===== config.mk =====
export PLATFORM = sky130hd
export DESIGN_NAME = sxk_cell
export DESIGN_NICKNAME = d
export VERILOG_FILES = /design/src/single_byte_xor_key_search_defines.svh /design/src/sxk_pkg.sv /design/src/sxk_cell.sv
export SDC_FILE = /design/constraint.sdc
export NUM_CORES = 1
export LEC_CHECK = 0
export ABC_AREA = 1
export BUFFER_PORTS_ARGS = -buffer_cell sky130_fd_sc_hd__buf_2
export CORE_MARGIN = 5
export CORE_UTILIZATION = 53
export DETAILED_ROUTE_END_ITERATION = 7
export MAX_ROUTING_LAYER = met4
export PLACE_DENSITY = 0.85
export SYNTH_ARGS = -nofsm -noshare
export SYNTH_HDL_FRONTEND = slang
export SYNTH_SLANG_ARGS = --single-unit
export TNS_END_PERCENT = 30

===== constraint.sdc =====
create_clock -name clk_i -period 3.52 [get_ports clk_i]
set_input_delay 0.528 -clock clk_i [delete_from_list [all_inputs] [get_ports clk_i]]
set_output_delay 0.528 -clock clk_i [all_outputs]
set_load 0.01 [all_outputs]

===== src/single_byte_xor_key_search_defines.svh =====
// assertion helpers shared by sxk_pair.sv and single_byte_xor_key_search.sv
`ifndef SINGLE_BYTE_XOR_KEY_SEARCH_DEFINES_SVH
`define SINGLE_BYTE_XOR_KEY_SEARCH_DEFINES_SVH

`ifndef NO_ASSERTIONS
// property checked on every rising edge outside reset
`define SXK_ASSERT(lbl, clk, rst_n, prop) \
  lbl: assert property (@(posedge clk) disable iff (!rst_n) prop) \
    else $error("sxk assertion failed");
// antecedent and consequent given apart, consequent checked in the next cycle
`define SXK_ASSERT_NEXT(lbl, clk, rst_n, ante, cons) \
  lbl: assert property (@(posedge clk) disable iff (!rst_n) (ante) |=> (cons)) \
    else $error("sxk assertion failed");
`else
`define SXK_ASSERT(lbl, clk, rst_n, prop)
`define SXK_ASSERT_NEXT(lbl, clk, rst_n, ante, cons)
`endif

`endif


===== src/sxk_pkg.sv =====
package sxk_pkg;

  localparam int ScoreBits = 16;
  localparam int KeyCount  = 256;
  localparam int KeyBits   = 8;

  localparam logic [7:0] CharE     = 8'h65;
  localparam logic [7:0] CharA     = 8'h61;
  localparam logic [7:0] CharSpace = 8'h20;
  localparam logic [7:0] CharNine  = 8'h39;
  localparam logic [7:0] CharZero  = 8'h30;
  localparam logic [7:0] CharLowA  = 8'h61;

  typedef logic [ScoreBits-1:0] score_t;

  // ciphertext byte broadcast to the cells
  typedef struct packed {
    logic       valid;
    logic [7:0] data;
  } sxk_byte_t;

  // control shared by all cells
  typedef struct packed {
    logic shift;
  } sxk_cell_ctrl_t;

  typedef enum logic [1:0] {
    ST_COUNT,
    ST_DRAIN,
    ST_SCAN
  } sxk_state_e;

  // digit value with 8-bit wrap, also for non-hex codes
  function automatic logic [7:0] hex_value(input logic [7:0] c);
    if (c <= CharNine) begin
      return c - CharZero;
    end
    return 8'd10 + c - CharLowA;
  endfunction

endpackage


===== src/sxk_cell.sv =====
module sxk_cell
  import sxk_pkg::*;
(
  input  logic               clk_i,
  input  logic               rst_ni,
  input  logic [KeyBits-1:0] key_i,
  input  sxk_byte_t          byte_i,
  input  sxk_cell_ctrl_t     ctrl_i,
  input  score_t             next_count_i,
  output score_t             count_o
);

  score_t count_q, count_d;
  logic   hit;

  // this key decrypts the byte to one of the scored characters
  assign hit = byte_i.valid &&
               ((key_i == (byte_i.data ^ CharE)) ||
                (key_i == (byte_i.data ^ CharA)) ||
                (key_i == (byte_i.data ^ CharSpace)));

  // saturating count, or take the neighbor's count while scanning
  always_comb begin
    count_d = count_q;
    if (ctrl_i.shift) begin
      count_d = next_count_i;
    end else if (hit && (count_q != '1)) begin
      count_d = count_q + score_t'(1);
    end
  end

  always_ff @(posedge clk_i or negedge rst_ni) begin
    if (!rst_ni) begin
      count_q <= '0;
    end else begin
      count_q <= count_d;
    end
  end

  assign count_o = count_q;

endmodule


==> results by group <==
Worst setup path
  – R2R Setup Slk: 1.71 ns
  – Reg-to-reg endpoint: count_o[15]$_DFFE_PN0P_
  – Crit path to: count_o[6]$_DFFE_PN0P_
  – R2R Path Start: count_o[0]$_DFFE_PN0P_
  – Crit path required time: 3.76 ns
  – Crit path launch type: input pin
  – Reg2Reg Depth: 8
  – Crit path capture type: register
  – Worst-path fanout max: 26
  – WS Path Type: input pin to register
  – Crit path DAT: 2.13 ns
  – Worst Setup SP: ctrl_i

GRT
  – Vias in the first global route: 1358
  – Initial antenna violation count: 0
  – GRT Total Usage: 0.200
  – Total congestion overflow: 0
  – First-pass GRT wire length: between 5000 and 6000 um
  – Largest net degree at the start of global routing: 27

Placement
  – Post-Place Cells: 302
  – GPL Wtd Cong: 0.810
  – Port bufs: 51
  – Pre-CTS setup slack: between 1 and 1.5 ns
  – Hpwl dp: 2610 um

Power
  – Sw frac: 0.371
  – Clock group share of total power: 0.233
  – Comb power frac: 0.309
  – Max rail drop VDD: 258 uV
  – Internal power: about 0.35 mW
  – Pwr dens: 322 nW/um^2
  – NetSw: ~0.20 mW
  – Leakage: a little over 1 nW
  – Sequential share of power: 0.458

CTS
  – CTS tree: built
  – Root Driver: clkbuf_4
  – Max clock buf depth: 2
  – Clk sinks: 16
  – Clock Latency Late Sink: roughly 0.30 ns
  – Post-CTS Setup Inserts: 0
  – Clock slew at reported path FFs: 0.10 ns
  – H-tree depth: 1
  – PostCTS Resize Cnt: 0
  – Num CTS Buffers: 3
  – Post-CTS Hold Buffers: 0

Cells and area
  – Most frequent cells in the layout: nand2_1, buf_2, nand3_1
  – Max reg flops: 16
  – Layout area overhead: 19.4%
  – Share of post-route cells with drive strength above 1: 0.232
  – Diode count: 0
  – Final core occ: 0.676
  – Most common cell after layout, fill and taps aside: nand2_1
  – Final std cells w/o fill: 306
  – Nets: ~310

Floorplan
  – Die extent in x: 61.9 um
  – Die height: 61.9 um
  – Core area: 2520 um^2
  – Row Count: 18
  – Starting Density: 0.566
  – Die Area: 3830 um^2
  – Ports: 52

Synth
  – Post-synthesis async set-or-reset flop share: 1.00
  – Post-synth top flop: dfrtp_1
  – Syn_area_per_cell: between 6 and 7 um^2
  – Post-synthesis cell type count: 24
  – Ys Warns: 0
  – Area of the mapped netlist: 1430 um^2
  – EDFF count, synth: 0
  – Sequential-to-total area share from yosys stat: 0.280
  – Syn Nets: 265
  – Mapped Cells: 228
  – Number of synthesized register bits: 16

Routing
  – Post-route DRC: 0
  – Detailed Route WL: 3430 um
  – DR pass1 iterations: 4
  – Antenna-violating nets left: 0
  – Vias per inst: 5.08
  – Vias: 1554
  – DRT iter0 DRCs: between 60 and 70
  – Routed WL per cell: between 10 and 15 um

Timing
  – Final WS setup: 1.63 ns
  – Setup_tns: 0 ns
  – Worst Hold Slack: 0.131 ns
  – Unrepaired setup endpoints after global routing: no
  – Clock skew: between 0.003 and 0.004 ns
  – Slew @ Worst Pin: slightly above 0.7 ns
  – Final hold vios: 0
  – Period utilisation layout: 0.536
  – F_max: 530 MHz
  – Post-route minimum period: approximately 1.9 ns
  – Relative slew slack: 0.526
  – Setup Viol. Count Final: 0
  – Slew Limit Fails: 0

Worst hold path
  – Hold Crit Class: input pin to async pin

Flow run
  – MaxCap Viol Count: 0

Status
  – Status: completed
## cell type report
type | instances | area, um^2
Timing Repair Buffer | 51 | 255
Fill cell | 236 | 818
Multi-Input combinational cell | 184 | 896
Sequential cell | 16 | 400
Inverter | 21 | 78.8
Clock buffer | 4 | 36.3
Tap cell | 30 | 37.5
## worst max-delay path, cell delays in order
cell and delay (ns):
buf_2 0.32, clkinv_1 0.68, nand2_4 0.45, nand2_1 0.09
nand2_1 0.06
## cell families (layout without fill, tap and decap cells)
family	Yosys count	count (layout)	share of synthesized area
adders and majority gates	1	1	0.00876
xor gates and xnor gates	6	6	0.0368
AOI/OAI and AO/OA	11	11	0.0456
buffers and inverters	28	76	0.0920
and+or+nand+nor	166	166	0.536
DFF	16	16	0.280
## per-layer routing
layer / track usage / vias to the layer above / share of wire
li1: - / 812 / -
met3: 0.0207 / 5 / 0.080
met4: 0.0727 / 0 / 0.013
met5: - / - / 0
met1: 0.223 / 680 / 0.41
met2: 0.366 / 57 / 0.50
## per-stage QoR
| stage | area, um^2 | total power [mW] |
|---|---|---|
| floorplan | 1430 | 0.360 |
| global placement | 1670 | 0.422 |
| detailed placement | 1670 | 0.426 |
| CTS | 1700 | 0.553 |
| global route | 1700 | 0.592 |
| finish | 1700 | 0.550 |
## worst min-delay path by stage
stage	slack, ns	to
floorplan	0.23	count_o[0]$_DFFE_PN0P_
CTS	0.13	count_o[9]$_DFFE_PN0P_
global placement	0.46	count_o[0]$_DFFE_PN0P_
detailed placement	0.46	count_o[0]$_DFFE_PN0P_
finish	0.13	count_o[13]$_DFFE_PN0P_
global route	0.15	count_o[0]$_DFFE_PN0P_
## power by group through the flow
stage / Sequential [mW] / Clock [mW] / Combinational [mW]
2_1_floorplan: 0.257 / 0 / 0.103
3_3_place_gp: 0.254 / 0 / 0.168
3_5_place_dp: 0.255 / 0 / 0.171
4_1_cts: 0.251 / 0.130 / 0.172
5_1_grt: 0.259 / 0.139 / 0.195
6_report: 0.252 / 0.128 / 0.170
## cell usage after synthesis, types with 2 or more instances
cell	count	share of area
inv_1	20	0.053
nor2_8	2	0.028
nor2_1	17	0.045
buf_6	2	0.016
o21ai_0	7	0.025
buf_4	2	0.011
nand2_1	107	0.28
clkbuf_1	2	0.0053
nand3_4	2	0.025
nand4_1	3	0.013
dfrtp_1	16	0.28
nand2_4	2	0.016
a21o_1	2	0.011
nand3_1	30	0.11
xor2_1	3	0.018
xnor2_1	3	0.018
(Power assumes the default switching activity.)
