### config.mk
export PLATFORM = sky130hd
export DESIGN_NAME = sxk_pair
export DESIGN_NICKNAME = d
export VERILOG_FILES = /design/src/sxk_pkg.sv /design/src/sxk_pair.sv
export VERILOG_INCLUDE_DIRS = /design/src /design/src/src
export SDC_FILE = /design/constraint.sdc
export NUM_CORES = 1
export LEC_CHECK = 0
export BUFFER_PORTS_ARGS = -buffer_cell sky130_fd_sc_hd__buf_4
export CAP_MARGIN = 20
export CORE_MARGIN = 2
export CORE_UTILIZATION = 49
export CTS_CLUSTER_DIAMETER = 40
export DETAILED_ROUTE_END_ITERATION = 7
export GPL_TIMING_DRIVEN = 0
export MAX_ROUTING_LAYER = met4
export PLACE_DENSITY_LB_ADDON = 0.15
export RECOVER_POWER = 50
export SYNTH_ARGS = -nofsm -noshare
export SYNTH_HDL_FRONTEND = slang
export SYNTH_SLANG_ARGS = --single-unit
export TNS_END_PERCENT = 1
### constraint.sdc
create_clock -name clk_i -period 1.7 [get_ports clk_i]
set_input_delay 0.255 -clock clk_i [delete_from_list [all_inputs] [get_ports clk_i]]
set_output_delay 0.255 -clock clk_i [all_outputs]
set_load 0.01 [all_outputs]
### src/single_byte_xor_key_search_defines.svh
// assertion helpers shared by sxk_pair.sv and single_byte_xor_key_search.sv
`ifndef SINGLE_BYTE_XOR_KEY_SEARCH_DEFINES_SVH
`define SINGLE_BYTE_XOR_KEY_SEARCH_DEFINES_SVH

`ifndef NO_ASSERTIONS
// property checked on every rising edge outside reset
`define SXK_ASSERT(lbl, clk, rst_n, prop) \
  lbl: assert property (@(posedge clk) disable iff (!rst_n) prop) \
    else $error("sxk assertion failed");
// antecedent and consequent given apart, consequent checked in the next cycle
`define SXK_ASSERT_NEXT(lbl, clk, rst_n, ante, cons) \
  lbl: assert property (@(posedge clk) disable iff (!rst_n) (ante) |=> (cons)) \
    else $error("sxk assertion failed");
`else
`define SXK_ASSERT(lbl, clk, rst_n, prop)
`define SXK_ASSERT_NEXT(lbl, clk, rst_n, ante, cons)
`endif

`endif

### src/sxk_pkg.sv
package sxk_pkg;

  localparam int ScoreBits = 16;
  localparam int KeyCount  = 256;
  localparam int KeyBits   = 8;

  localparam logic [7:0] CharE     = 8'h65;
  localparam logic [7:0] CharA     = 8'h61;
  localparam logic [7:0] CharSpace = 8'h20;
  localparam logic [7:0] CharNine  = 8'h39;
  localparam logic [7:0] CharZero  = 8'h30;
  localparam logic [7:0] CharLowA  = 8'h61;

  typedef logic [ScoreBits-1:0] score_t;

  // ciphertext byte broadcast to the cells
  typedef struct packed {
    logic       valid;
    logic [7:0] data;
  } sxk_byte_t;

  // control shared by all cells
  typedef struct packed {
    logic shift;
  } sxk_cell_ctrl_t;

  typedef enum logic [1:0] {
    ST_COUNT,
    ST_DRAIN,
    ST_SCAN
  } sxk_state_e;

  // digit value with 8-bit wrap, also for non-hex codes
  function automatic logic [7:0] hex_value(input logic [7:0] c);
    if (c <= CharNine) begin
      return c - CharZero;
    end
    return 8'd10 + c - CharLowA;
  endfunction

endpackage

### src/sxk_pair.sv
`include "single_byte_xor_key_search_defines.svh"

module sxk_pair
  import sxk_pkg::*;
(
  input  logic       clk_i,
  input  logic       rst_ni,
  input  logic       accept_i,
  input  logic [7:0] hex_char_i,
  input  logic       last_i,
  output sxk_byte_t  byte_o
);

  logic       phase_q, phase_d;
  logic [3:0] hold_q, hold_d;
  sxk_byte_t  byte_d;
  logic       byte_valid_q;
  logic [7:0] byte_data_q;
  logic [7:0] value;

  assign value = hex_value(hex_char_i);

  // pair digits, drop a trailing first digit at the end of a message
  always_comb begin
    phase_d     = phase_q;
    hold_d      = hold_q;
    byte_d.valid = accept_i && phase_q;
    byte_d.data  = {hold_q, 4'b0000} | value;
    if (accept_i) begin
      if (!phase_q) begin
        hold_d  = value[3:0];
        phase_d = 1'b1;
      end else begin
        phase_d = 1'b0;
      end
      if (last_i) begin
        phase_d = 1'b0;
        hold_d  = 4'd0;
      end
    end
  end

  always_ff @(posedge clk_i or negedge rst_ni) begin
    if (!rst_ni) begin
      phase_q      <= 1'b0;
      hold_q       <= 4'd0;
      byte_valid_q <= 1'b0;
    end else begin
      phase_q      <= phase_d;
      hold_q       <= hold_d;
      byte_valid_q <= byte_d.valid;
    end
  end

  always_ff @(posedge clk_i) begin
    byte_data_q <= byte_d.data;
  end

  assign byte_o = '{valid: byte_valid_q, data: byte_data_q};

  `SXK_ASSERT(a_byte_from_second_digit, clk_i, rst_ni, byte_valid_q |-> $past(phase_q))
  `SXK_ASSERT(a_byte_needs_accept, clk_i, rst_ni, byte_valid_q |-> $past(accept_i))
  `SXK_ASSERT_NEXT(a_last_clears_phase, clk_i, rst_ni, accept_i && last_i, !phase_q)

endmodule

==> results.tsv <==
stage	metric	value	unit
logic_synthesis	ys flop type	dfxtp_1	
clock_tree	Post CTS Setup Buffer Count	0	
clock_tree	total CTS buffers	3	
power	Power Internal	551	uW
global_routing	GRT Residual Overflow	0	
sta	Setup WS post-layout	0.182	ns
power	combinational share of power	0.238	
placed_design	post-DP HPWL	1.14	mm
power	Pleak	0.000424	uW
sta	Final Cycle Share	0.893	
worst_setup_path	Req. time, crit path	1.87	ns
sta	Worst slew margin	0.555	
global_routing	Global Route Usage Sum	0.170	
worst_setup_path	worst reg-to-reg path cell count	3	
worst_setup_path	CP Capture Type	flop	
drt	wire per inst	13.3	microns
die	Site Rows	14	
sta	min Tclk post-route	1.52	ns
power	Psw	214	uW
run_status	status	complete, no violations	
die	Die ar.	1840	sq um
global_routing	first-pass GRT wire length	2.33	mm
clock_tree	Worst-path clk slew	0.08	ns
finish	Core Util, Final	0.620	
sta	Final Hold Fails	0	
sta	final setup fails	0	
worst_hold_path	worst min-delay path category	input pin to flop	
placed_design	Place WS	-0.127	ns
clock_tree	H-tree depth	1	
global_routing	vias in the first global route	565	
drt	Initial DRC Count	18	
worst_setup_path	Worst Path Buf+Inv	2	
placed_design	GPL Wtd Cong	0.797	
logic_synthesis	synthesized area per cell	10.2	sq um
logic_synthesis	flops & latches, synth	14	
sta	RSZ-0062 raised after global routing	false	
die	Die Width	42.9	microns
drt	Final Routed Wirelength	1.50	mm
finish	layout cells sized above 1	0.206	
power	Seq pwr share	0.511	
global_routing	largest net degree at the start of global routing	11	
worst_setup_path	Worst Path Arrival	1.69	ns
sta	max-slew violation count	0	
clock_tree	Bufs on Longest Clock Path	2	
die	starting density of the core	0.505	
finish	n_diodes	0	
placed_design	I/O Buffers	19	
logic_synthesis	Yosys cell types	35	
worst_setup_path	Critical Path Max Stage Delay	0.42	ns
job	Max-Cap Viols	0	
worst_setup_path	CP Launch Type	input pin	
worst_setup_path	Setup Crit Path Kind	input pin to flop	
worst_setup_path	CP Cell Sequence	buf_4 -> inv_1 -> ha_1 -> o21bai_4 -> a311o_1 -> mux2_4 -> a22o_1	
drt	DRT antenna net count	0	
worst_setup_path	Slowest-stage cell, CP	a311o_1	
finish	Layout area overhead	22.7	%
die	core area	1470	sq um
power	Clk pwr share	0.251	
logic_synthesis	syn_nets	90	
worst_setup_path	r2r setup slk	0.24	ns
drt	number of remaining DRC errors	0	
sta	Final Skew	0.00488	ns
sta	Setup TNS Final	0	ns
finish	fin area	912	sq um
clock_tree	CTS tree	yes	
finish	NumNets Final	115	
worst_hold_path	hold depth	2	
drt	TritonRoute pass-1 iters	5	
clock_tree	Clk Tree Root Cell	clkbuf_4	
power	pwr/cell area	838	nW/um^2
power	Sw Share	0.280	
global_routing	initial antenna violation count	0	
clock_tree	Skew-Pair Late Insertion Delay	0.27	ns
power	peak supply drop	0.000353	V
die	Die Ht	42.9	microns
logic_synthesis	cell area after synthesis	743	sq um
drt	vias per cell	5.71	
die	I/O Pins	21	
drt	Vias	645	
logic_synthesis	register area share after synthesis	0.418	
logic_synthesis	Post-synth EDFFs	0	
clock_tree	CTS Sinks	14	
logic_synthesis	ys async rst share	0.429	
worst_setup_path	WP depth	7	
worst_setup_path	worst-path maximum fanout	5	
placed_design	DP Area	906	sq um
worst_setup_path	kind of cell adding the most delay to the critical path	compound AO/OA/AOI/OAI gates	
logic_synthesis	Yosys warnings	0	
sta	fmax	659	MHz
sta	Worst-Margin Slew	0.667	ns
logic_synthesis	Synth Instances	73	
[per-stage QoR]
| stage | hold WS [ns] | total power [uW] | std cells |
|---|---|---|---|
| 2_1_floorplan | -0.0406 | 502 | 73 |
| 3_3_place_gp | 0.0661 | 592 | 108 |
| 3_5_place_dp | 0.0669 | 597 | 108 |
| 4_1_cts | 0.182 | 787 | 113 |
| 5_1_grt | 0.187 | 799 | 113 |
| 6_report | 0.179 | 764 | 113 |
[metal layers]
metal / up-vias / track usage / routed length (microns)
li1: 313 / - / -
met1: 303 / 0.213 / 661
met2: 25 / 0.282 / 722
met3: 4 / 0.0128 / 91
met4: 0 / 0.0727 / 24
met5: - / - / 0
[sequential cells by signal (all words and copies together) (netlist names)]
name          cells
byte_data_q       8
hold_q            4
byte_valid_q      1
phase_q           1
[path summary, 6_finish.rpt]
kind | startpoint | to
min reg2reg | hold_q[0]$_DFFE_PN0P_ | byte_data_q[4]$_DFF_P_
min in group asynchronous | rst_ni | hold_q[1]$_DFFE_PN0P_
max reg2reg | phase_q$_DFFE_PN0P_ | hold_q[2]$_DFFE_PN0P_
min | accept_i | phase_q$_DFFE_PN0P_
max in group asynchronous | rst_ni | hold_q[0]$_DFFE_PN0P_
max | hex_char_i[1] | hold_q[1]$_DFFE_PN0P_
[synthesized netlist by cell type (all sizes together), types with 2 or more instances]
cell    n  area share
nand3   3       0.020
xnor2   3       0.035
a21oi   2       0.013
nor2    4       0.020
nand2   3       0.015
a311oi  2       0.032
a22o    2       0.024
dfxtp   8        0.22
o21ai   3       0.020
a211o   2       0.024
buf     2       0.025
dfrtp   6        0.20
inv     6       0.030
a31oi   2       0.017
xor2    2       0.024
a32oi   2       0.024
ha      5       0.084
[power by group through the flow]
stage	clock (uW)	sequential [uW]	combinational [uW]
2_1_floorplan	0	408	93.8
3_3_place_gp	0	397	195
3_5_place_dp	0	397	200
4_1_cts	195	391	201
5_1_grt	206	394	198
6_report	192	390	182
[layout by cell type, fill, tap and decap left out, types with 2 or more instances in the layout]
cell       n
nand3_1    3
a31oi_1    2
clkbuf_4   3
xnor2_1    3
a22o_1     2
o21ai_0    3
dfxtp_1    8
ha_1       5
a32oi_1    2
a211o_1    2
inv_1      6
clkbuf_1  10
nand2_1    3
buf_4     12
dfrtp_1    6
a21oi_1    2
nor2_1     4
xor2_1     2
[what timing repair did]
item / 4_1_cts / 5_1_grt
setup endpoints to repair: 0 / 0
hold buffers: 1 / 0
hold endpoints to repair: 6 / 0
gates resized for setup: 0 / 0
[logic make-up after synthesis]
kind of cell / synth area share
xor gates and xnor gates: 0.0589
and+or+nand+nor: 0.136
DFF: 0.417
muxes: 0.0202
buffers and inverters: 0.0606
adders and majority gates: 0.0842
AOI/OAI and AO/OA: 0.222
[cell type report]
cell class / count / area, sq um
fillers: 145 / 559
clock buffers: 4 / 26.3
inverters: 6 / 22.5
flip-flops and latches: 14 / 310
plain buffers: 3 / 22.5
repair buffers: 20 / 123
multi-input cells: 50 / 388
well taps: 16 / 20.0
No activity file was read; power rests on OpenSTA's default activity.
